===== config.mk =====
export PLATFORM = sky130hd
export DESIGN_NAME = three_class_task_scheduler
export DESIGN_NICKNAME = d
export VERILOG_FILES = /design/src/rtl/tcts_pkg.sv /design/src/rtl/tcts_datapath.sv /design/src/rtl/tcts_ctrl.sv /design/src/rtl/three_class_task_scheduler.sv
export SDC_FILE = /design/constraint.sdc
export NUM_CORES = 2
export LEC_CHECK = 0
export BUFFER_PORTS_ARGS = -buffer_cell sky130_fd_sc_hd__buf_2
export CAP_MARGIN = 20
export CORE_UTILIZATION = 25
export CTS_BUF_LIST = sky130_fd_sc_hd__clkbuf_2 sky130_fd_sc_hd__clkbuf_4 sky130_fd_sc_hd__clkbuf_8
export DETAILED_ROUTE_END_ITERATION = 10
export HOLD_SLACK_MARGIN = 0.08
export SETUP_SLACK_MARGIN = 0.05
export SYNTH_ARGS = -nofsm -noshare
export SYNTH_HDL_FRONTEND = slang
export SYNTH_SLANG_ARGS = --single-unit

===== constraint.sdc =====
create_clock -name clk -period 10.25 [get_ports clk]
set_input_delay 1.5375 -clock clk [delete_from_list [all_inputs] [get_ports clk]]
set_output_delay 1.5375 -clock clk [all_outputs]
set_load 0.02 [all_outputs]

===== src/rtl/tcts_pkg.sv =====
// Shared types and codes of the three-class task scheduler
package tcts_pkg;
  localparam int STACK_DEPTH_DEF = 8;
  localparam int RING_DEPTH_DEF  = 8;
  localparam int LIST_DEPTH_DEF  = 32;

  localparam logic [1:0] OP_INSERT  = 2'd0;
  localparam logic [1:0] OP_PROCESS = 2'd1;
  localparam logic [1:0] OP_PROMOTE = 2'd2;

  localparam logic [1:0] CLS_STACK = 2'd0;
  localparam logic [1:0] CLS_RING  = 2'd1;
  localparam logic [1:0] CLS_LIST  = 2'd2;

  localparam logic [2:0] ST_OK        = 3'd0;
  localparam logic [2:0] ST_FULL      = 3'd1;
  localparam logic [2:0] ST_EMPTY     = 3'd2;
  localparam logic [2:0] ST_NOT_FOUND = 3'd3;
  localparam logic [2:0] ST_LOST      = 3'd4;

  typedef struct packed {
    logic [15:0] id;
    logic [3:0]  pri;
  } task_t;

  // controller -> datapath
  typedef struct packed {
    logic exec;   // perform the operation latched in the datapath
    logic load;   // capture the request word
  } tcts_cmd_t;
endpackage


===== src/rtl/tcts_datapath.sv =====
// Task stores, shift-cell list and result formation
module tcts_datapath import tcts_pkg::*; #(
  parameter int STACK_DEPTH = STACK_DEPTH_DEF,
  parameter int RING_DEPTH  = RING_DEPTH_DEF,
  parameter int LIST_DEPTH  = LIST_DEPTH_DEF
) (
  input  logic        clk,
  input  logic        rst,
  input  tcts_cmd_t   cmd,
  input  logic [23:0] in_word,
  output logic [23:0] res_word
);
  localparam int SW = $clog2(STACK_DEPTH + 1);
  localparam int SA = $clog2(STACK_DEPTH);
  localparam int RA = $clog2(RING_DEPTH);
  localparam int LW = $clog2(LIST_DEPTH + 1);

  logic [1:0]  op, cls;
  task_t       req;
  task_t       stack_mem [STACK_DEPTH];
  task_t       ring_mem  [RING_DEPTH];
  task_t       list_cell [LIST_DEPTH];
  logic [SW-1:0] stack_count;
  logic [RA-1:0] ring_head, ring_tail;
  logic [LW-1:0] list_count;

  function automatic logic [RA-1:0] rnext(input logic [RA-1:0] i);
    rnext = (32'(i) + 1 >= RING_DEPTH) ? '0 : RA'(32'(i) + 1);
  endfunction

  // per-cell compare: entry occupied, priority greater, id match
  logic [LIST_DEPTH-1:0] occ, gt, hit, hit_first;
  always_comb begin
    for (int k = 0; k < LIST_DEPTH; k++) begin
      occ[k] = (LW'(k) < list_count);
      gt[k]  = occ[k] && (list_cell[k].pri > req.pri);
      hit[k] = occ[k] && (list_cell[k].id == req.id);
    end
    hit_first = hit & ~(hit - 1'b1);
  end

  // value each cell takes on insert: its lower neighbour while that one moves up,
  // else the new task
  task_t ins_val [LIST_DEPTH];
  always_comb begin
    ins_val[0] = req;
    for (int k = 1; k < LIST_DEPTH; k++)
      ins_val[k] = gt[k-1] ? list_cell[k-1] : req;
  end

  logic stack_full, ring_full, ring_empty, list_full, found;
  assign stack_full = (32'(stack_count) >= STACK_DEPTH);
  assign ring_full  = (rnext(ring_tail) == ring_head);
  assign ring_empty = (ring_head == ring_tail);
  assign list_full  = (32'(list_count) >= LIST_DEPTH);
  assign found      = |hit;

  // removal mask: cells at and above the removed one take their upper neighbour
  logic [LIST_DEPTH-1:0] rm_mask;
  logic                  do_remove, do_insert;
  task_t                 taken;
  always_comb begin
    taken      = list_cell[0];
    rm_mask[0] = (op == OP_PROCESS) | hit_first[0];
    for (int k = 0; k < LIST_DEPTH; k++)
      if (hit_first[k]) taken = list_cell[k];
    for (int k = 1; k < LIST_DEPTH; k++)
      rm_mask[k] = (op == OP_PROCESS) | rm_mask[k-1] | hit_first[k];
    if (op == OP_PROCESS) taken = list_cell[0];
    do_remove = cmd.exec && ((op == OP_PROCESS && stack_count == '0 && ring_empty &&
                list_count != '0) || (op == OP_PROMOTE && found));
    do_insert = cmd.exec && op == OP_INSERT && cls == CLS_LIST && !list_full;
  end

  always_ff @(posedge clk) begin
    if (cmd.load) begin
      op  <= in_word[1:0];
      cls <= in_word[3:2];
      req <= {in_word[19:4], in_word[23:20]};
    end
    for (int k = 0; k < LIST_DEPTH; k++) begin
      if (do_insert) begin
        if (gt[k] || LW'(k) == list_count) list_cell[k] <= ins_val[k];
      end else if (do_remove && rm_mask[k] && k + 1 < LIST_DEPTH) begin
        list_cell[k] <= list_cell[(k + 1) % LIST_DEPTH];
      end
    end
  end

  always_ff @(posedge clk) begin
    if (rst) begin
      stack_count <= '0;
      ring_head   <= '0;
      ring_tail   <= '0;
      list_count  <= '0;
      res_word    <= '0;
    end else if (cmd.exec) begin
      unique case (op)
        OP_INSERT: begin
          case (cls)
            CLS_STACK: if (stack_full) res_word <= {21'd0, ST_FULL};
                       else begin
                         res_word <= '0;
                         stack_mem[stack_count[SA-1:0]] <= req;
                         stack_count <= stack_count + 1'b1;
                       end
            CLS_RING:  if (ring_full) res_word <= {21'd0, ST_FULL};
                       else begin
                         res_word <= '0;
                         ring_mem[ring_tail] <= req;
                         ring_tail <= rnext(ring_tail);
                       end
            CLS_LIST:  if (list_full) res_word <= {21'd0, ST_FULL};
                       else begin
                         res_word <= '0;
                         list_count <= list_count + 1'b1;
                       end
            default: res_word <= '0;
          endcase
        end
        OP_PROCESS: begin
          if (stack_count != '0) begin
            stack_count <= stack_count - 1'b1;
            res_word <= {stack_mem[SA'(stack_count - 1'b1)], 1'b0, ST_OK};
          end else if (!ring_empty) begin
            res_word <= {ring_mem[ring_head], 1'b0, ST_OK};
            ring_head <= rnext(ring_head);
          end else if (list_count != '0) begin
            res_word <= {taken, 1'b0, ST_OK};
            list_count <= list_count - 1'b1;
          end else res_word <= {21'd0, ST_EMPTY};
        end
        OP_PROMOTE: begin
          if (!found) res_word <= {21'd0, ST_NOT_FOUND};
          else begin
            list_count <= list_count - 1'b1;
            if (stack_full) res_word <= {21'd0, ST_LOST};
            else begin
              res_word <= '0;
              stack_mem[stack_count[SA-1:0]] <= taken;
              stack_count <= stack_count + 1'b1;
            end
          end
        end
        default: res_word <= '0;
      endcase
    end
  end
endmodule


===== src/rtl/tcts_ctrl.sv =====
// Handshake controller: load, execute, present result
module tcts_ctrl import tcts_pkg::*; (
  input  logic      clk,
  input  logic      rst,
  input  logic      in_valid,
  output logic      in_ready,
  output logic      out_valid,
  input  logic      out_ready,
  output tcts_cmd_t cmd
);
  localparam logic [1:0] S_IDLE = 2'd0;
  localparam logic [1:0] S_EXEC = 2'd1;
  localparam logic [1:0] S_OUT  = 2'd2;

  logic [1:0] state, state_next;

  assign in_ready  = (state == S_IDLE) && !rst;
  assign out_valid = (state == S_OUT);
  assign cmd.load  = in_valid && in_ready;
  assign cmd.exec  = (state == S_EXEC);

  always_comb begin
    state_next = state;
    unique case (state)
      S_IDLE: if (in_valid) state_next = S_EXEC;
      S_EXEC: state_next = S_OUT;
      S_OUT:  if (out_ready) state_next = S_IDLE;
      default: state_next = S_IDLE;
    endcase
  end

  always_ff @(posedge clk) begin
    if (rst) state <= S_IDLE;
    else     state <= state_next;
  end
endmodule


===== src/rtl/three_class_task_scheduler.sv =====
// Top level of the three-class task scheduler
//  channel | dir | tdata fields (low bit first)
//  s_axis  | in  | operation[1:0], task_class[3:2], task_id[19:4], task_priority[23:20]
//  m_axis  | out | status[2:0], pad[3], served_id[19:4], served_priority[23:20]
// Each word passes in turn through load, execute and present-result steps.
// The execute cycle is set by the shift-cell list, which compares, shifts
// and removes across all cells at once.
// Reset (rst, synchronous) empties all stores; no clearing pass.
// A stalled result holds the block; no new word is taken until it leaves.
module three_class_task_scheduler import tcts_pkg::*; #(
  parameter int STACK_DEPTH = STACK_DEPTH_DEF,
  parameter int RING_DEPTH  = RING_DEPTH_DEF,
  parameter int LIST_DEPTH  = LIST_DEPTH_DEF
) (
  input  logic        clk,
  input  logic        rst,
  input  logic        s_axis_tvalid,
  output logic        s_axis_tready,
  input  logic [23:0] s_axis_tdata,  // operation, task_class, task_id, task_priority
  output logic        m_axis_tvalid,
  input  logic        m_axis_tready,
  output logic [23:0] m_axis_tdata   // status, zero bit, served_id, served_priority
);
  tcts_cmd_t   cmd;
  logic [23:0] res_word;

  tcts_ctrl u_ctrl (
    .clk, .rst,
    .in_valid(s_axis_tvalid), .in_ready(s_axis_tready),
    .out_valid(m_axis_tvalid), .out_ready(m_axis_tready),
    .cmd
  );

  tcts_datapath #(
    .STACK_DEPTH(STACK_DEPTH), .RING_DEPTH(RING_DEPTH), .LIST_DEPTH(LIST_DEPTH)
  ) u_dp (
    .clk, .rst, .cmd,
    .in_word(s_axis_tdata),
    .res_word
  );

  // datapath keeps task as {id, pri}; swap to output order
  assign m_axis_tdata = {res_word[7:4], res_word[23:8], 1'b0, res_word[2:0]};
  // (res_word[3] is always zero: status only uses three bits)
endmodule


==> flow_summary.yaml <==
pwr:
  pwr-share-comb_pct: 7.7
  power_switching_mw: 2.46
  seqPwrFrac_pct: 49.4
  leakage_nw: 26.2
  powerDensity_mw_per_mm2: 128
  ir_worst_vdd_v: 0.0000875
  p_total_mw: 9.40
  swShare_pct: 26.1
  clock_power_share_pct: 42.9
  internal-power_mw: 6.94
sta:
  report.final.slew_viol_count: 0
  fmax_mhz: 130
  worst_pin_slew_ns: 1.30
  tns_ns: 0
  setup_viol: 0
  post-route-min-period_ns: 7.69
  min_period_over_period_pct: 75.0
  hold_viol: 0
  fin_skew_ns: 0.133
  max-slew-margin-rel_pct: 13.1
  rsz0062_at_grt: "false"
drt:
  via_per_inst: 5.68
  drt_iter0_drc: 8539
  top_layer_used: "met5"
  wl_met3_mm: 33.0
  m1WireLength_mm: 119
  vias: 56200
  wl_met2_mm: 129
  wire_per_inst_um: 29.9
  ant_nets: 0
  drc_errors: 0
  wl_mm: 296
  drtPass1Iterations: 9
logic_synthesis:
  netlist_instances: 6365
  synth_top_area_share_pct: 45.4
  ys_types: 95
  ys_warn_count: 0
  synth_area_leader_cell: "edfxtp_1"
  synth_enable_flop_cells: 984
  synth-simple-area-share_pct: 14.7
  synthAdderAreaFrac_pct: 2.65
  yosysMostFrequentCell: "edfxtp_1"
  synth_common_cells: "edfxtp_1 (984), nor2_1 (732), nand2_1 (631), mux2i_1 (498), a21oi_1 (494)"
  async_flop_share_pct: 0
  synth_top_family_by_area: "simple AND/OR/NAND/NOR gates"
  synth_xor_area_share_pct: 7.12
  syn_nets: 6531
  syn_area_mm2: 0.0650
  syn_avg_cell_area_um2: 10.2
  ys.flop_type: "edfxtp_1"
  synth_area_leaders: "edfxtp_1 (45%), mux2i_1 (7.7%), nor2_1 (4.2%)"
  ys_seq_area_share_pct: 46.8
  ys_ff_latch: 1028
  synth-compound-area-share_pct: 13.5
  muxShareOfSynthArea_pct: 11.2
global_route:
  gr-total-overflow: 0
  track_usage_pct: 21.8
  antenna_found_initial: 13
  grt_max_degree: 74
  first_global_vias: 53200
  grt_pass1_wl_mm: 413
worst_setup_path:
  crit_path_cell_trace: "buf_4 > xor2_1 > or3_1 > nor4_1 > or4_1 > or3_1 > buf_4 > nor4_4 > nand3_2 > o21ai_2 > nand2_1 > and3_2 > buf_4 > nand2_2 > nand2_1"
  ff2ff_path_depth: 15
  path_buf_inv: 3
  worst_path_most_repeated_cell: "buf_4"
  slowest_stage: "edfxtp_1"
  cp_num_cells: 15
  end_kind: "register"
  max_stage_delay_ns: 1.15
  critical_path_class: "register to register"
  cp.arrival_ns: 8.20
  cp_max_fo: 41
  critical_path_required_ns: 10.76
  worstSetupStartpointType: "register"
  crit_family: "simple AND/OR/NAND/NOR gates"
worst_hold_path:
  hp-class: "register to register"
  hold_depth: 2
floorplanning:
  rows: 186
  start_util_pct: 25.2
  chipWidth_um: 512
  ioPinCount: 54
  die_h_um: 512
  die-area_mm2: 0.262
  core_mm2: 0.258
cts:
  cts_tree: "yes"
  cts_buffers: 190
  post_cts_buffers: 0
  clock_latency_ns: 1.05
  holdBufCountCts: 0
  cts_resized: 0
  clkSinkCount: 1028
  ctsRootBufferMaster: "clkbuf_8"
  path_clk_slew_ns: 0.06
  cts.path.max_buffers: 3
  htree_levels: 4
final_layout:
  layout-drive-gt1-share_pct: 12.8
  synthToLayoutAreaGrowth_pct: 12.5
  final_util_pct: 28.4
  nNetsFinal: 6507
placed_design:
  hpwlAfterDp_mm: 209
  place.gp.congestion: 1.02
  port_buffers: 52
outcome:
  status: "finished clean"
run:
  maxCapViolations: 0
logic make-up after synthesis:
kind of cell               after synthesis
xor gates and xnor gates               529
adders and majority gates              138
other                                    1
AOI/OAI and AO/OA                     1414
muxes                                  620
DFF                                   1028
and+or+nand+nor                       2056
buffers and inverters                  579
final timing paths:
path	slack, ns	start	to
min reg2reg	0.50	u_dp.res_word[2]	u_dp.res_word[2]
max reg2reg	2.56	u_dp.ins_val[627]	u_dp.list_cell[7][33]
max	2.56	u_dp.ins_val[627]	u_dp.list_cell[7][33]
min	0.50	u_dp.res_word[2]	u_dp.res_word[2]
cell type report:
cell class,instances,area (um2)
diodes,6,15.0
clock buffers,249,3060
clock inverters,90,671
fillers,26900,185000
inverters,101,379
multi-input cells,4758,32300
flip-flops and latches,1028,30400
well taps,3384,4230
repair buffers,262,2090
cells in the final DEF, fill, tap and decap left out, drive strengths merged, types with 165 or more instances in the layout:
| cell type | synthesis | routed |
|---|---|---|
| nor2 | 732 | 732 |
| xnor2 | 217 | 217 |
| mux2i | 498 | 498 |
| a21oi | 506 | 506 |
| edfxtp | 984 | 984 |
| buf | 187 | 260 |
| clkbuf | 291 | 250 |
| xor2 | 312 | 312 |
| nand2 | 644 | 644 |
| o21ai | 295 | 295 |
| a31oi | 165 | 165 |
state kept, by name, summed over array words and instances, names as in the netlist, named ones only:
signal and count:
u_dp.ins_val 20, u_dp.op 2, u_dp.stack_count 4, u_dp.res_word 23, u_dp.list_count 6, u_dp.list_cell 640, u_dp.stack_mem 160, u_dp.ring_head 3
u_dp.ring_mem 160, u_dp.ring_tail 3, u_dp.cls 2, u_ctrl.state 2
per-stage QoR:
step,cell area [um2],std cells,worst slack [ns],hold WS [ns]
3_3_place_gp,69200,9514,2.91,0.471
5_1_grt,73200,9875,2.27,0.515
3_5_place_dp,69200,9517,2.73,0.479
4_1_cts,72900,9856,2.68,0.493
6_report,73200,9878,2.56,0.496
2_1_floorplan,65000,6365,5.01,0.510
layer usage:
metal  vias to the layer above  GRT usage, %
li1                      23700             -
met1                     27900          29.4
met2                      3822          33.3
met3                       718          4.79
met4                        10          9.23
met5                         -         0.164
power groups by stage:
stage	clock network [mW]	registers (mW)	logic [mW]
detailed placement	0	4.73	0.708
CTS	4.08	4.64	0.711
global placement	0	4.73	0.694
global route	4.26	4.64	0.770
floorplan	0	4.72	0.471
finish	4.03	4.64	0.728
tightest hold or removal path: cells and delay by family, from the launching register on:
family	cells	cell delay, ns
AO/OA/AOI/OAI	1	0.06
AND/OR/NAND/NOR	1	0.07
flip-flops	1	0.33
Power figures use the tool's default switching activity.
